### src/hdl/smh_pkg.sv
// Shared constants, codes and transaction types for the SPI slave message handshake.
package smh_pkg;

    localparam int          CMD_BYTES      = 6;
    localparam logic [7:0]  CMD_LEN        = 8'(CMD_BYTES);
    localparam logic [7:0]  SHORT_LEN      = 8'd1;
    localparam logic [7:0]  MAX_MESSAGE    = 8'd255;
    localparam logic [7:0]  OVERREAD_RESET = 8'hEE;
    localparam logic [7:0]  MAX_LEN_RESET  = 8'hFF;

    // Event kinds
    localparam logic [1:0] OP_SEND    = 2'd0;
    localparam logic [1:0] OP_ARMED   = 2'd1;
    localparam logic [1:0] OP_DONE    = 2'd2;
    localparam logic [1:0] OP_TIMEOUT = 2'd3;

    // Timer orders
    localparam logic [1:0] TMR_NONE   = 2'd0;
    localparam logic [1:0] TMR_START  = 2'd1;
    localparam logic [1:0] TMR_CANCEL = 2'd2;

    // Buffer selects
    localparam logic SRC_CMD = 1'b0;
    localparam logic SRC_MSG = 1'b1;

    // Configuration register indexes
    localparam logic REG_OVERREAD = 1'b0;
    localparam logic REG_MAX_LEN  = 1'b1;

    // Handshake modes
    localparam logic [3:0] M_IDLE          = 4'd0;
    localparam logic [3:0] M_SEND_ARM_CMD  = 4'd1;
    localparam logic [3:0] M_SEND_CMD      = 4'd2;
    localparam logic [3:0] M_SEND_ARM_MSG  = 4'd3;
    localparam logic [3:0] M_SEND_MSG      = 4'd4;
    localparam logic [3:0] M_SEND_ARM_DONE = 4'd5;
    localparam logic [3:0] M_RECV_ARMING   = 4'd6;
    localparam logic [3:0] M_RECV_READY    = 4'd7;
    localparam logic [3:0] M_IDLE_ARM      = 4'd8;

    typedef struct packed {
        logic [1:0]  op;
        logic        chip_select_high;
        logic [31:0] send_length;
        logic [15:0] send_port;
        logic [7:0]  tx_count;
        logic [7:0]  rx_count;
        logic [31:0] received_length;
        logic [15:0] received_port;
    } t_in_item;

    typedef struct packed {
        logic        send_accepted;
        logic        irq_level;
        logic        arm_buffers;
        logic        tx_source;
        logic [7:0]  tx_length;
        logic        rx_target;
        logic [7:0]  rx_length;
        logic [47:0] command_bytes;
        logic        receive_done;
        logic [15:0] receive_port_out;
        logic        send_done;
        logic [1:0]  timer_action;
    } t_out_item;

    typedef struct packed {
        logic [7:0] overread;
        logic [7:0] limit;
    } t_cfg;

endpackage

### src/hdl/smh_cfg_regs.sv
// Configuration registers and the effective message length limit.
module smh_cfg_regs
    import smh_pkg::*;
(
    input  logic       i_clk,
    input  logic       i_rst_n,
    input  logic       i_cfg_we,
    input  logic       i_cfg_idx,
    input  logic [7:0] i_cfg_wdata,
    output t_cfg       o_cfg
);

    logic [7:0] r_overread;
    logic [7:0] r_max_len;

    always_ff @(posedge i_clk) begin
        if (!i_rst_n) begin
            r_overread <= OVERREAD_RESET;
            r_max_len  <= MAX_LEN_RESET;
        end else if (i_cfg_we) begin
            unique case (i_cfg_idx)
                REG_OVERREAD: r_overread <= i_cfg_wdata;
                REG_MAX_LEN:  r_max_len  <= i_cfg_wdata;
                default:      r_overread <= r_overread;
            endcase
        end
    end

    always_comb begin
        o_cfg.overread = r_overread;
        o_cfg.limit    = (r_max_len > MAX_MESSAGE) ? MAX_MESSAGE : r_max_len;
    end

endmodule

### src/hdl/smh_in_stage.sv
// Input register stage: takes one event per cycle while o_ready.
module smh_in_stage
    import smh_pkg::*;
(
    input  logic     i_clk,
    input  logic     i_rst_n,
    input  logic     i_valid,
    output logic     o_ready,
    input  t_in_item i_item,
    output logic     o_valid,
    output t_in_item o_item,
    input  logic     i_take
);

    logic     r_valid;
    t_in_item r_item;

    assign o_ready = !r_valid || i_take;
    assign o_valid = r_valid;
    assign o_item  = r_item;

    always_ff @(posedge i_clk) begin
        if (!i_rst_n) begin
            r_valid <= 1'b0;
        end else if (o_ready) begin
            r_valid <= i_valid;
        end
    end

    always_ff @(posedge i_clk) begin
        if (o_ready && i_valid) begin
            r_item <= i_item;
        end
    end

endmodule

### src/hdl/smh_ctrl.sv
// Handshake mode machine, state registers and result register.
module smh_ctrl
    import smh_pkg::*;
(
    input  logic      i_clk,
    input  logic      i_rst_n,
    input  t_cfg      i_cfg,
    input  logic      i_valid,
    input  t_in_item  i_item,
    output logic      o_take,
    output logic      o_out_valid,
    input  logic      i_out_ready,
    output t_out_item o_out
);

    logic [3:0]  r_mode,    n_mode;
    logic        r_irq,     n_irq;
    logic [47:0] r_cmd,     n_cmd;
    logic [7:0]  r_pending, n_pending;
    logic [15:0] r_port,    n_port;
    logic        r_out_valid;
    t_out_item   r_out,     n_out;
    logic        w_fire;
    logic [7:0]  w_send_len;

    function automatic t_out_item set_arm(t_out_item r, logic txs, logic [7:0] txl,
                                          logic rxt, logic [7:0] rxl);
        t_out_item o;
        o             = r;
        o.arm_buffers = 1'b1;
        o.tx_source   = txs;
        o.tx_length   = txl;
        o.rx_target   = rxt;
        o.rx_length   = rxl;
        return o;
    endfunction

    assign o_take      = !r_out_valid || i_out_ready;
    assign w_fire      = i_valid && o_take;
    assign o_out_valid = r_out_valid;
    assign o_out       = r_out;

    // Clamp the send length to the active limit
    assign w_send_len = (i_item.send_length > {24'd0, i_cfg.limit}) ? i_cfg.limit
                                                                     : i_item.send_length[7:0];

    always_comb begin
        n_mode    = r_mode;
        n_irq     = r_irq;
        n_cmd     = r_cmd;
        n_pending = r_pending;
        n_port    = r_port;
        n_out     = '0;

        unique case (i_item.op)
            OP_SEND: begin
                if (r_mode == M_IDLE && i_item.chip_select_high) begin
                    n_mode             = M_SEND_ARM_CMD;
                    n_irq              = 1'b0;
                    n_pending          = w_send_len;
                    n_cmd              = {i_item.send_port, 24'd0, w_send_len};
                    n_out.send_accepted = 1'b1;
                    n_out              = set_arm(n_out, SRC_CMD, CMD_LEN, SRC_CMD, CMD_LEN);
                    n_out.timer_action = TMR_START;
                end
            end
            OP_ARMED: begin
                unique case (r_mode)
                    M_SEND_ARM_CMD: begin
                        n_mode = M_SEND_CMD;
                        n_irq  = 1'b1;
                    end
                    M_SEND_ARM_MSG: begin
                        n_mode = M_SEND_MSG;
                        n_irq  = 1'b0;
                    end
                    M_SEND_ARM_DONE: begin
                        n_mode             = M_IDLE;
                        n_irq              = 1'b1;
                        n_out.timer_action = TMR_CANCEL;
                        n_out.send_done    = 1'b1;
                    end
                    M_RECV_ARMING: begin
                        n_mode = M_RECV_READY;
                        n_irq  = 1'b0;
                    end
                    M_IDLE_ARM: begin
                        n_mode = M_IDLE;
                        n_irq  = 1'b1;
                    end
                    default: begin
                        n_irq = 1'b1;
                    end
                endcase
            end
            OP_DONE: begin
                priority if (r_mode == M_SEND_CMD && i_item.tx_count != 8'd0) begin
                    n_mode = M_SEND_ARM_MSG;
                    n_out  = set_arm(n_out, SRC_MSG, r_pending, SRC_CMD, CMD_LEN);
                end else if (r_mode == M_SEND_MSG && i_item.rx_count != 8'd0) begin
                    n_mode = M_SEND_ARM_DONE;
                    n_out  = set_arm(n_out, SRC_CMD, SHORT_LEN, SRC_CMD, CMD_LEN);
                end else if (r_mode == M_IDLE && i_item.rx_count != 8'd0) begin
                    if (i_item.received_length <= {24'd0, i_cfg.limit}) begin
                        n_mode             = M_RECV_ARMING;
                        n_port             = i_item.received_port;
                        n_out              = set_arm(n_out, SRC_CMD, SHORT_LEN, SRC_MSG,
                                                     i_item.received_length[7:0]);
                        n_out.timer_action = TMR_START;
                    end else begin
                        // drop an oversized command, stay idle
                        n_out = set_arm(n_out, SRC_CMD, SHORT_LEN, SRC_CMD, CMD_LEN);
                    end
                end else if (r_mode == M_RECV_READY && i_item.rx_count != 8'd0) begin
                    n_mode                 = M_IDLE_ARM;
                    n_out.receive_done     = 1'b1;
                    n_out.receive_port_out = r_port;
                    n_out.timer_action     = TMR_CANCEL;
                    n_out = set_arm(n_out, SRC_CMD, SHORT_LEN, SRC_CMD, CMD_LEN);
                end else begin
                    // unexpected transfer: fall back to idle
                    n_mode = M_IDLE;
                    n_cmd  = {r_cmd[47:8], i_cfg.overread};
                    n_out  = set_arm(n_out, SRC_CMD, SHORT_LEN, SRC_CMD, CMD_LEN);
                end
            end
            OP_TIMEOUT: begin
                n_mode = M_IDLE_ARM;
                n_cmd  = {r_cmd[47:8], i_cfg.overread};
                n_out  = set_arm(n_out, SRC_CMD, SHORT_LEN, SRC_CMD, CMD_LEN);
            end
            default: begin
                n_mode = r_mode;
            end
        endcase

        n_out.irq_level     = n_irq;
        n_out.command_bytes = n_cmd;
    end

    always_ff @(posedge i_clk) begin
        if (!i_rst_n) begin
            r_mode      <= M_IDLE;
            r_irq       <= 1'b1;
            r_cmd       <= {40'd0, OVERREAD_RESET};
            r_pending   <= 8'd0;
            r_port      <= 16'd0;
            r_out_valid <= 1'b0;
        end else begin
            if (o_take) begin
                r_out_valid <= i_valid;
            end
            if (w_fire) begin
                r_mode    <= n_mode;
                r_irq     <= n_irq;
                r_cmd     <= n_cmd;
                r_pending <= n_pending;
                r_port    <= n_port;
            end
        end
    end

    always_ff @(posedge i_clk) begin
        if (w_fire) begin
            r_out <= n_out;
        end
    end

endmodule

### src/hdl/spi_slave_message_handshake.sv
// Top level of the SPI slave message handshake controller.
// Takes one event transaction per cycle on the input channel while o_in_ready is high and
// returns exactly one result transaction for each. An event waits in the input register
// until the mode machine takes it; its result is then presented from the result register
// that follows the mode machine. Both channels stall independently: while a finished
// result waits, one further event is taken into the input register and held there. The
// only loop is the mode and buffer state, updated once per event. Configuration writes
// take effect at the next edge and are meant for idle periods; index 0 is the overread
// character, index 1 the maximum message length.
module spi_slave_message_handshake
    import smh_pkg::*;
(
    input  logic        i_clk,
    input  logic        i_rst_n,
    input  logic        i_cfg_we,
    input  logic        i_cfg_idx,
    input  logic [7:0]  i_cfg_wdata,
    input  logic        i_in_valid,
    output logic        o_in_ready,
    input  logic [1:0]  i_op,
    input  logic        i_chip_select_high,
    input  logic [31:0] i_send_length,
    input  logic [15:0] i_send_port,
    input  logic [7:0]  i_tx_count,
    input  logic [7:0]  i_rx_count,
    input  logic [31:0] i_received_length,
    input  logic [15:0] i_received_port,
    output logic        o_out_valid,
    input  logic        i_out_ready,
    output logic        o_send_accepted,
    output logic        o_irq_level,
    output logic        o_arm_buffers,
    output logic        o_tx_source,
    output logic [7:0]  o_tx_length,
    output logic        o_rx_target,
    output logic [7:0]  o_rx_length,
    output logic [47:0] o_command_bytes,
    output logic        o_receive_done,
    output logic [15:0] o_receive_port_out,
    output logic        o_send_done,
    output logic [1:0]  o_timer_action
);

    t_cfg      w_cfg;
    t_in_item  w_in_item;
    t_in_item  w_stage_item;
    logic      w_stage_valid;
    logic      w_take;
    t_out_item w_out;

    always_comb begin
        w_in_item.op               = i_op;
        w_in_item.chip_select_high = i_chip_select_high;
        w_in_item.send_length      = i_send_length;
        w_in_item.send_port        = i_send_port;
        w_in_item.tx_count         = i_tx_count;
        w_in_item.rx_count         = i_rx_count;
        w_in_item.received_length  = i_received_length;
        w_in_item.received_port    = i_received_port;
    end

    smh_cfg_regs u_cfg (
        .i_clk       (i_clk),
        .i_rst_n     (i_rst_n),
        .i_cfg_we    (i_cfg_we),
        .i_cfg_idx   (i_cfg_idx),
        .i_cfg_wdata (i_cfg_wdata),
        .o_cfg       (w_cfg)
    );

    smh_in_stage u_in (
        .i_clk   (i_clk),
        .i_rst_n (i_rst_n),
        .i_valid (i_in_valid),
        .o_ready (o_in_ready),
        .i_item  (w_in_item),
        .o_valid (w_stage_valid),
        .o_item  (w_stage_item),
        .i_take  (w_take)
    );

    smh_ctrl u_ctrl (
        .i_clk       (i_clk),
        .i_rst_n     (i_rst_n),
        .i_cfg       (w_cfg),
        .i_valid     (w_stage_valid),
        .i_item      (w_stage_item),
        .o_take      (w_take),
        .o_out_valid (o_out_valid),
        .i_out_ready (i_out_ready),
        .o_out       (w_out)
    );

    assign o_send_accepted    = w_out.send_accepted;
    assign o_irq_level        = w_out.irq_level;
    assign o_arm_buffers      = w_out.arm_buffers;
    assign o_tx_source        = w_out.tx_source;
    assign o_tx_length        = w_out.tx_length;
    assign o_rx_target        = w_out.rx_target;
    assign o_rx_length        = w_out.rx_length;
    assign o_command_bytes    = w_out.command_bytes;
    assign o_receive_done     = w_out.receive_done;
    assign o_receive_port_out = w_out.receive_port_out;
    assign o_send_done        = w_out.send_done;
    assign o_timer_action     = w_out.timer_action;

`ifndef SYNTH
    // accepted send arms the command buffer both ways and starts the timer
    a_send_arms: assert property (@(posedge i_clk) disable iff (!i_rst_n)
        o_out_valid && o_send_accepted |->
            o_arm_buffers && o_tx_length == CMD_LEN && o_rx_length == CMD_LEN
            && o_timer_action == TMR_START && !o_irq_level)
        else $error("send accept without command arm");

    // delivered message cancels the timer and re-arms the command buffer
    a_recv_cancel: assert property (@(posedge i_clk) disable iff (!i_rst_n)
        o_out_valid && o_receive_done |->
            o_timer_action == TMR_CANCEL && o_arm_buffers && o_rx_target == SRC_CMD)
        else $error("receive done without timer cancel");

    // send completion releases the IRQ line and never re-arms
    a_send_done_irq: assert property (@(posedge i_clk) disable iff (!i_rst_n)
        o_out_valid && o_send_done |-> o_irq_level && !o_arm_buffers)
        else $error("send done with IRQ asserted");

    // an event is never lost between input stage and result register
    a_no_drop: assert property (@(posedge i_clk) disable iff (!i_rst_n)
        w_stage_valid && w_take |=> o_out_valid)
        else $error("processed event produced no result");
`endif

endmodule

### config.mk
export PLATFORM = sky130hd
export DESIGN_NAME = spi_slave_message_handshake
export DESIGN_NICKNAME = d
export VERILOG_FILES = /design/src/hdl/smh_pkg.sv /design/src/hdl/smh_cfg_regs.sv /design/src/hdl/smh_in_stage.sv /design/src/hdl/smh_ctrl.sv /design/src/hdl/spi_slave_message_handshake.sv
export SDC_FILE = /design/constraint.sdc
export NUM_CORES = 1
export LEC_CHECK = 0
export BUFFER_PORTS_ARGS = -buffer_cell sky130_fd_sc_hd__buf_2
export CORE_MARGIN = 5
export CORE_UTILIZATION = 59
export DETAILED_ROUTE_END_ITERATION = 8
export PLACE_DENSITY_LB_ADDON = 0.05
export REMOVE_ABC_BUFFERS = 1
export SLEW_MARGIN = 20
export SYNTH_ARGS = -nofsm -noshare
export SYNTH_HDL_FRONTEND = slang
export SYNTH_HIERARCHICAL = 1
export SYNTH_SLANG_ARGS = --single-unit
### constraint.sdc
create_clock -name i_clk -period 5.45 [get_ports i_clk]
set_clock_uncertainty 0.05 [all_clocks]
set_input_delay 0.545 -clock i_clk [delete_from_list [all_inputs] [get_ports i_clk]]
set_output_delay 0.545 -clock i_clk [all_outputs]
set_load 0.05 [all_outputs]
[Word-level counts from Yosys, hierarchy flattened]
Index checks and enable logic that the tools add are counted.
Word-level totals
  register bits after elaboration: 299
  bits of input ports: 129
  output and inout port bits: 91
  word-level logic and storage cells: 99
Operators by class
  magnitude comparators: 3
  equality and inequality tests: 14
  mux-type cells: 28
  bitwise logic cells: 3
  reductions and logical operators: 22
Operators with widths (number)
  $mux W89: 3
  $pmux W86 S3: 1
  $mux W77: 2
  $pmux W48 S3: 1
  $mux W48: 1
  $mux W8: 6
  $gt A32 B8 Y1: 1
  $le A32 B8 Y1: 1
  $pmux W4 S4: 2
  $mux W4: 6
  $mux W20: 1
  $eq A4 B3 Y1 const B: 4
  $reduce_bool A8 Y1: 2
  $pmux W3 S4: 1
  $ne A5 B3 Y1 const B: 2
  $eq A4 B2 Y1 const B: 2
  $gt A8 B8 Y1 const B: 1
  $logic_and A1 B1 Y1: 7
  $reduce_and A6 Y1: 1
  $eq A2 B2 Y1 const B: 2
  $eq A4 B1 Y1 const B: 1
  $eq A4 B4 Y1 const B: 1
  $logic_not A4 Y1: 1
  $reduce_and A2 Y1: 2
  other kinds (12): 18

[Logic depth before layout (Yosys ltp)]
Gate-level depths: netlist (run 1).
  depth in word-level cells: 8
  mapped depth: 10
  depth with buffers taken out: 8

[Cells and area by module]
The synthesis (run 1) kept the hierarchy.
By module, submodules not included
  smh_ctrl: times used 1, cells each 644, area each 7110.6 um^2, seq. area each 4234.1 um^2
  smh_in_stage: times used 1, cells each 120, area each 3510.9 um^2, seq. area each 3473.3 um^2
  smh_cfg_regs: times used 1, cells each 72, area each 673.1 um^2, seq. area each 320.3 um^2

[Worst setup path before layout (run 1)]
Ideal clock, no wire load.
  path type: in2reg
  start point: input i_out_ready
  end point: register u_ctrl.r_port[5]
  setup time: 128 ps
  arrival: 2714 ps
  required time: 5272 ps
  slack: 2558 ps
  cell stages on the path: 9
  path buffers: 2
  cells stage by stage: nand2b_1 nand2_1 inv_2 nand3_1 nand4bb_1 buf_2 buf_6 mux2i_1 nor2_1
Between the ends
  longest elaborated chain between the ends: 3
Ends and longest elaborated chain
  start, declared: line spi_slave_message_handshake.sv:29  | input logic i_out_ready,
  $logic_or A1 B1 Y1: line smh_ctrl.sv:38  | assign o_take = !r_out_valid || i_out_ready;
  $logic_and A1 B1 Y1: line smh_ctrl.sv:39  | assign w_fire = i_valid && o_take;
  named net u_ctrl.w_fire: line smh_ctrl.sv:23  | logic w_fire;
  $reduce_and A6 Y1 (no source line)
  end signal, assigned: line smh_ctrl.sv:158  | r_port <= n_port;
  end, declared: line smh_ctrl.sv:20  | logic [15:0] r_port, n_port;
The timed path passes the listed nets, and every way through them passes these cells.
A chain may end at the register's enable or synchronous reset.

[Final worst setup path (run 1)]
  start point: register u_ctrl.r_mode[1]
  end point: register u_ctrl.r_pending[5]
Between the ends
  longest elaborated chain between the ends: 3
Ends and longest elaborated chain
  start, declared: line smh_ctrl.sv:16  | logic [3:0] r_mode, n_mode;
  start signal, assigned: line smh_ctrl.sv:154  | r_mode <= n_mode;
  $logic_not A4 Y1: line smh_ctrl.sv:57  | if (r_mode == M_IDLE && i_item.chip_select_high) begin
  $logic_and A1 B1 Y1: line smh_ctrl.sv:57
  $reduce_and A3 Y1 (no source line)
  end signal, assigned: line smh_ctrl.sv:157  | r_pending <= n_pending;
  end, declared: line smh_ctrl.sv:19  | logic [7:0] r_pending, n_pending;
No other way between the ends.

==> results of run 1 <==
[state kept, by name (all words and copies together), names as in the netlist]
signal	flops
u_cfg/r_max_len	8
u_cfg/r_overread	8
u_ctrl/o_out	89
u_ctrl/o_out_valid	1
u_ctrl/r_cmd	48
u_ctrl/r_irq	1
u_ctrl/r_mode	4
u_ctrl/r_pending	8
u_ctrl/r_port	16
u_in/o_item	115
u_in/o_valid	1
[metrics by stage]
step / utilization / hold slack [ns] / std cells / area (sq um) / total power [mW]
global placement: 0.668 / 0.388 / 1258 / 12500 / 3.02
finish: 0.721 / 0.134 / 1315 / 13500 / 4.94
global route: 0.721 / 0.107 / 1315 / 13500 / 5.14
CTS: 0.719 / 0.105 / 1314 / 13500 / 4.99
floorplan: - / 0.382 / 799 / 11100 / 2.88
detailed placement: 0.668 / 0.399 / 1258 / 12500 / 3.02
[kinds of logic (layout without fill, tap and decap cells)]
kind of cell	Yosys count	in the layout	share of synthesized area
and+or+nand+nor	306	306	0.147
DFF	299	299	0.711
AOI/OAI and AO/OA	118	118	0.0705
buffers and inverters	72	317	0.0298
muxes	24	24	0.0235
adders and majority gates	16	16	0.0177
xor gates and xnor gates	1	1	0.000776
[metal layers]
metal / global-route usage / routed length (um) / part of all wire
met4: 0.0467 / 324 / 0.015
met5: 0 / 13 / 0.00059
met3: 0.0512 / 1830 / 0.083
met2: 0.327 / 10700 / 0.48
met1: 0.279 / 9350 / 0.42
[cell usage after synthesis (2+ instances only)]
library cell / count / area [sq um]
nor2b_1: 5 / 31.3
mux2i_1: 22 / 220
nor4_2: 4 / 50.1
o211ai_1: 13 / 97.6
nand3_2: 2 / 20.0
buf_4: 2 / 15.0
and3_1: 25 / 156
buf_6: 6 / 67.6
and2_1: 51 / 319
and4_1: 2 / 17.5
or3_1: 3 / 18.8
o21ai_1: 6 / 30.0
inv_1: 32 / 120
o2111ai_1: 2 / 17.5
nor2_1: 29 / 109
a31oi_1: 11 / 68.8
nand3_1: 24 / 120
nor4_4: 3 / 63.8
a22oi_1: 6 / 45.0
nor4bb_1: 4 / 40.0
ha_1: 16 / 200
buf_2: 11 / 55.1
nand2_1: 115 / 432
o22ai_1: 2 / 12.5
clkbuf_1: 18 / 67.6
dfxtp_1: 95 / 1900
a21oi_1: 40 / 200
nor4_1: 17 / 106
nand2b_1: 5 / 31.3
edfxtp_1: 204 / 6130
nand3b_1: 2 / 15.0
a211oi_1: 5 / 37.5
mux2i_4: 2 / 45.0
o21ai_0: 16 / 80.1
inv_2: 3 / 11.3
nand4_1: 4 / 25.0
a31oi_2: 3 / 37.5
or2_2: 2 / 12.5
[worst paths after layout]
kind	start	to	slack, ns	cells after the start
max	u_ctrl/r_mode[1]	u_ctrl/r_pending[5]	2.06	7
min	i_tx_count[2]	u_in/o_item[58]	0.13	1
max reg2reg	u_ctrl/r_mode[1]	u_ctrl/r_pending[5]	2.06	7
min reg2reg	u_ctrl/r_cmd[38]	u_ctrl/r_cmd[38]	0.41	2
[layout make-up]
class	instances	area, sq um	area share
Timing Repair Buffer	226	1170	0.0864
Multi-Input combinational cell	465	2930	0.217
Inverter	35	134	0.00990
Clock buffer	46	892	0.0660
Tap cell	234	293	0.0216
Sequential cell	299	8030	0.594
Clock inverter	10	76.3	0.00564
[report_power, final]
part	internal, mW	total (mW)	switching, mW
Clock	1.17	1.97	0.797
Combinational	0.114	0.388	0.274
Sequential	2.54	2.59	0.0512
[cell usage in the layout, fill, tap and decap left out, types with 22 or more instances in the layout]
cell       instances
a21oi_1           40
and2_1            51
and3_1            25
buf_2            219
clkbuf_16         31
dfxtp_1           95
edfxtp_1         204
inv_1             32
mux2i_1           22
nand2_1          115
nand3_1           24
nor2_1            28
[worst reg2reg max path, cell delays in order, from the launching register on]
cell     delay [ns]
dfxtp_1        0.45
nor4_4         0.43
nand3_2        0.81
inv_2          0.87
nand2_1        0.10
buf_4          0.30
nand3_1        0.16
o21ai_0        0.09
==> impl_metrics.ini, run 1 <==
[status]
status = finished, final reports clean

[yosys]
syn_area_sq_mm = 0.0113
async_flop_share = 0
ys_warn_count = 6
ys.flop_type = edfxtp_1
ys_types = 62
synth-seq-cells = 299
synth_area_per_cell_sq_um = 13.5
synth_cells = 836
ys_seq_area_frac = 0.711
synth_edf_count = 204

[worst_setup_path]
cp_top_family = simple AND/OR/NAND/NOR gates
critical-path-slowest-cell = inv_2
critPathKind = reg2reg
path_buf_inv = 2
crit_path_max_fanout = 49
required_ns = 5.81
crit_path_end_kind = register
crit_path_start_kind = register
worstPathArrival_ns = 3.75
critPathMaxStageDelay_ns = 0.85
path_cells = nor4_4 -> nand3_2 -> inv_2 -> nand2_1 -> buf_4 -> nand3_1 -> o21ai_0

[global_route]
grt_pass1_wl_um = 35800
grtUsageTotal = 0.202
first_global_vias = 6907
gr-total-overflow = 0
grt_antenna_before_repair = 1
grt_max_degree = 91

[floorplan]
core.rowCount = 50
coreArea_sq_mm = 0.0188
io_pins = 220
die_w_um = 148
fp.dieH_um = 148
initial_core_util = 0.602
die_area_sq_mm = 0.0220

[layout]
fillers = 1304
syn2layout_area_growth_pct = 19.7
drive_gt1_frac = 0.280
nets = 1202
num_antenna_cells = 0

[timing]
period_share = 0.622
period_minus_slack_ns = 3.39
setup_ws_ns = 2.06
rsz0062_at_grt = false
finalHoldViolCount = 0
max_freq_mhz = 295
slew_headroom = 0.332
tightest_slew_ns = 0.997
tns_ns = 0
slew_violations = 0
setup_violations = 0

[cts]
ctsResizeCount = 0
clock-root-buffer = clkbuf_16
clk_path_buf_depth = 3
postCtsSetupBuffers = 0
clock-sinks = 299
clkTransAtPathRegs_ns = 0.06
cts_buffers = 30
h-tree-depth = 1
clk_latency_ns = 0.53
cts_tree = yes
hold_buffers = 0

[placement]
place_congestion = 0.841
portBuffers = 219
hpwl_um = 14900
pre_cts_slack_ns = 2.07

[detailed_routing]
viasPerCell = 5.36
drtPass1Iterations = 5
vias = 7051
wl_um = 22200
drc_errors = 0
wire_per_inst_um = 16.9
ant_nets = 0
drt_iter0_markers = 461

[flow_run]
maxCapViolations = 0

[pwr]
leakagePower_nw = 5.57
vdd_drop_max_uv = 280
p_per_area_mw_per_mm2 = 365

[min_path]
hold_class = in2reg
(Power assumes the default switching activity.)
==> run 2, diff against run 1 <==
- CORE_UTILIZATION: 59 -> 50
- clock period: 5.45 -> 2.7 ns (I/O delays scaled with it)
==> impl_metrics.ini, run 2 (synthesized netlist as in run 1, its figures left out) <==
[cts]
clock-root-buffer = clkbuf_16
clkTransAtPathRegs_ns = 0.06
clock-sinks = 299
cts_tree = yes
cts_buffers = 30
clk_latency_ns = 0.55
h-tree-depth = 1
clk_path_buf_depth = 3

[worst_setup_path]
path_buf_inv = 2
cp_top_family = compound AO/OA/AOI/OAI gates
critical-path-slowest-cell = dfxtp_1
crit_path_max_fanout = 10
critPathKind = reg2reg
crit_path_end_kind = register
required_ns = 2.93
critPathMaxStageDelay_ns = 0.40
crit_path_start_kind = register
rrSetupSlack_ns = 0.19
path_cells = inv_1 -> ha_1 -> nand4_1 -> o21a_1 -> or3_1 -> buf_4 -> a31oi_1 -> nand2_1
worstPathArrival_ns = 2.75

[timing]
slew_headroom = 0.318
max_freq_mhz = 398
setup_violations = 0
period_minus_slack_ns = 2.51
rsz0062_at_grt = false
hold_ws_ns = 0.106
slew_violations = 0
finalHoldViolCount = 0
tightest_slew_ns = 1.02
tns_ns = 0
period_share = 0.931

[global_route]
grt_pass1_wl_um = 41000
grt_antenna_before_repair = 0
grt_max_degree = 65
gr-total-overflow = 0
grtUsageTotal = 0.196
first_global_vias = 7890

[layout]
design_area_sq_mm = 0.0151
drive_gt1_frac = 0.267
final_common_cell = buf_2
largest_reg_flops = 115
syn2layout_area_growth_pct = 33.5
nets = 1340
final_cell_count_no_fill = 1504
final_cell_mix = buf_2, edfxtp_1, dlygate4sd3_1
num_antenna_cells = 0

[pwr]
p_per_area_mw_per_mm2 = 707
p_sw_mw = 2.41
power_mw = 10.7
p_clk_frac = 0.420
leakagePower_nw = 6.23
vdd_drop_max_uv = 852
p_int_mw = 8.24
seqPwrFrac = 0.489
comb_power_share = 0.090
swShare = 0.226

[detailed_routing]
viasPerCell = 5.08
drt_iter0_markers = 407
wl_um = 25700
wire_per_inst_um = 17.1
drtPass1Iterations = 4
vias = 7641
ant_nets = 0
drc_errors = 0

[floorplan]
core.rowCount = 55
initial_core_util = 0.503
io_pins = 220
fp.dieH_um = 160
coreArea_sq_mm = 0.0224
die_area_sq_mm = 0.0257
die_w_um = 160

[placement]
place_congestion = 0.833
hpwl_um = 15900
portBuffers = 219
dp.cells = 1323
place_area_sq_mm = 0.0127

[min_path]
hold_class = in2reg

[status]
status = finished, final reports clean

[flow_run]
maxCapViolations = 0
==> run 2: metal layers <==
layer  vias to the layer above  GRT usage  routed length, um
met4                         0     0.0669                875
met2                       207      0.343              12800
met3                        56     0.0416               1350
li1                       3765          -                  -
met1                      3613      0.244              10600
met5                         -          0                  0
==> run 2: power groups by stage <==
stage / clock network (mW) / logic [mW] / registers [mW]
after detailed placement: 0 / 0.814 / 5.31
after CTS: 4.57 / 0.957 / 5.21
after global placement: 0 / 0.806 / 5.31
final: 4.48 / 0.959 / 5.21
after global routing: 4.76 / 1.04 / 5.23
after floorplan: 0 / 0.279 / 5.53
==> run 2: layout make-up <==
class,instances,area [sq um]
Multi-Input combinational cell,465,2930
Fill cell,1662,7360
Timing Repair Buffer,364,2530
Sequential cell,299,8030
Inverter,35,134
Tap cell,285,357
Clock buffer,36,835
Clock inverter,20,255
==> run 2: per-stage QoR <==
stage          utilization  worst slack, ns
3_5_place_dp         0.568            0.167
2_1_floorplan            -           -0.685
6_report             0.672            0.187
5_1_grt              0.672          0.00433
3_3_place_gp         0.568            0.269
4_1_cts              0.672            0.154
==> run 2: tightest hold or removal path, cell delays in order <==
cell      delay [ns]
buf_2           0.18
nand3b_1        0.11
o211ai_1        0.08
==> run 2: repair_timing <==
item / in CTS / in global routing
setup buffers: 0 / 0
endpoints found under the hold margin: 132 / 0
resized for setup: 0 / 0
hold buffers: 125 / 0
==> run 2: final timing paths <==
check	start	to	depth (start not counted)
worst max-delay path	u_cfg/r_max_len[4]	u_ctrl/o_out[27]	8
worst min-delay path	i_cfg_we	u_cfg/r_overread[7]	3
worst max register to register	u_cfg/r_max_len[4]	u_ctrl/o_out[27]	8
worst min register to register	u_ctrl/r_cmd[38]	u_ctrl/r_cmd[38]	2
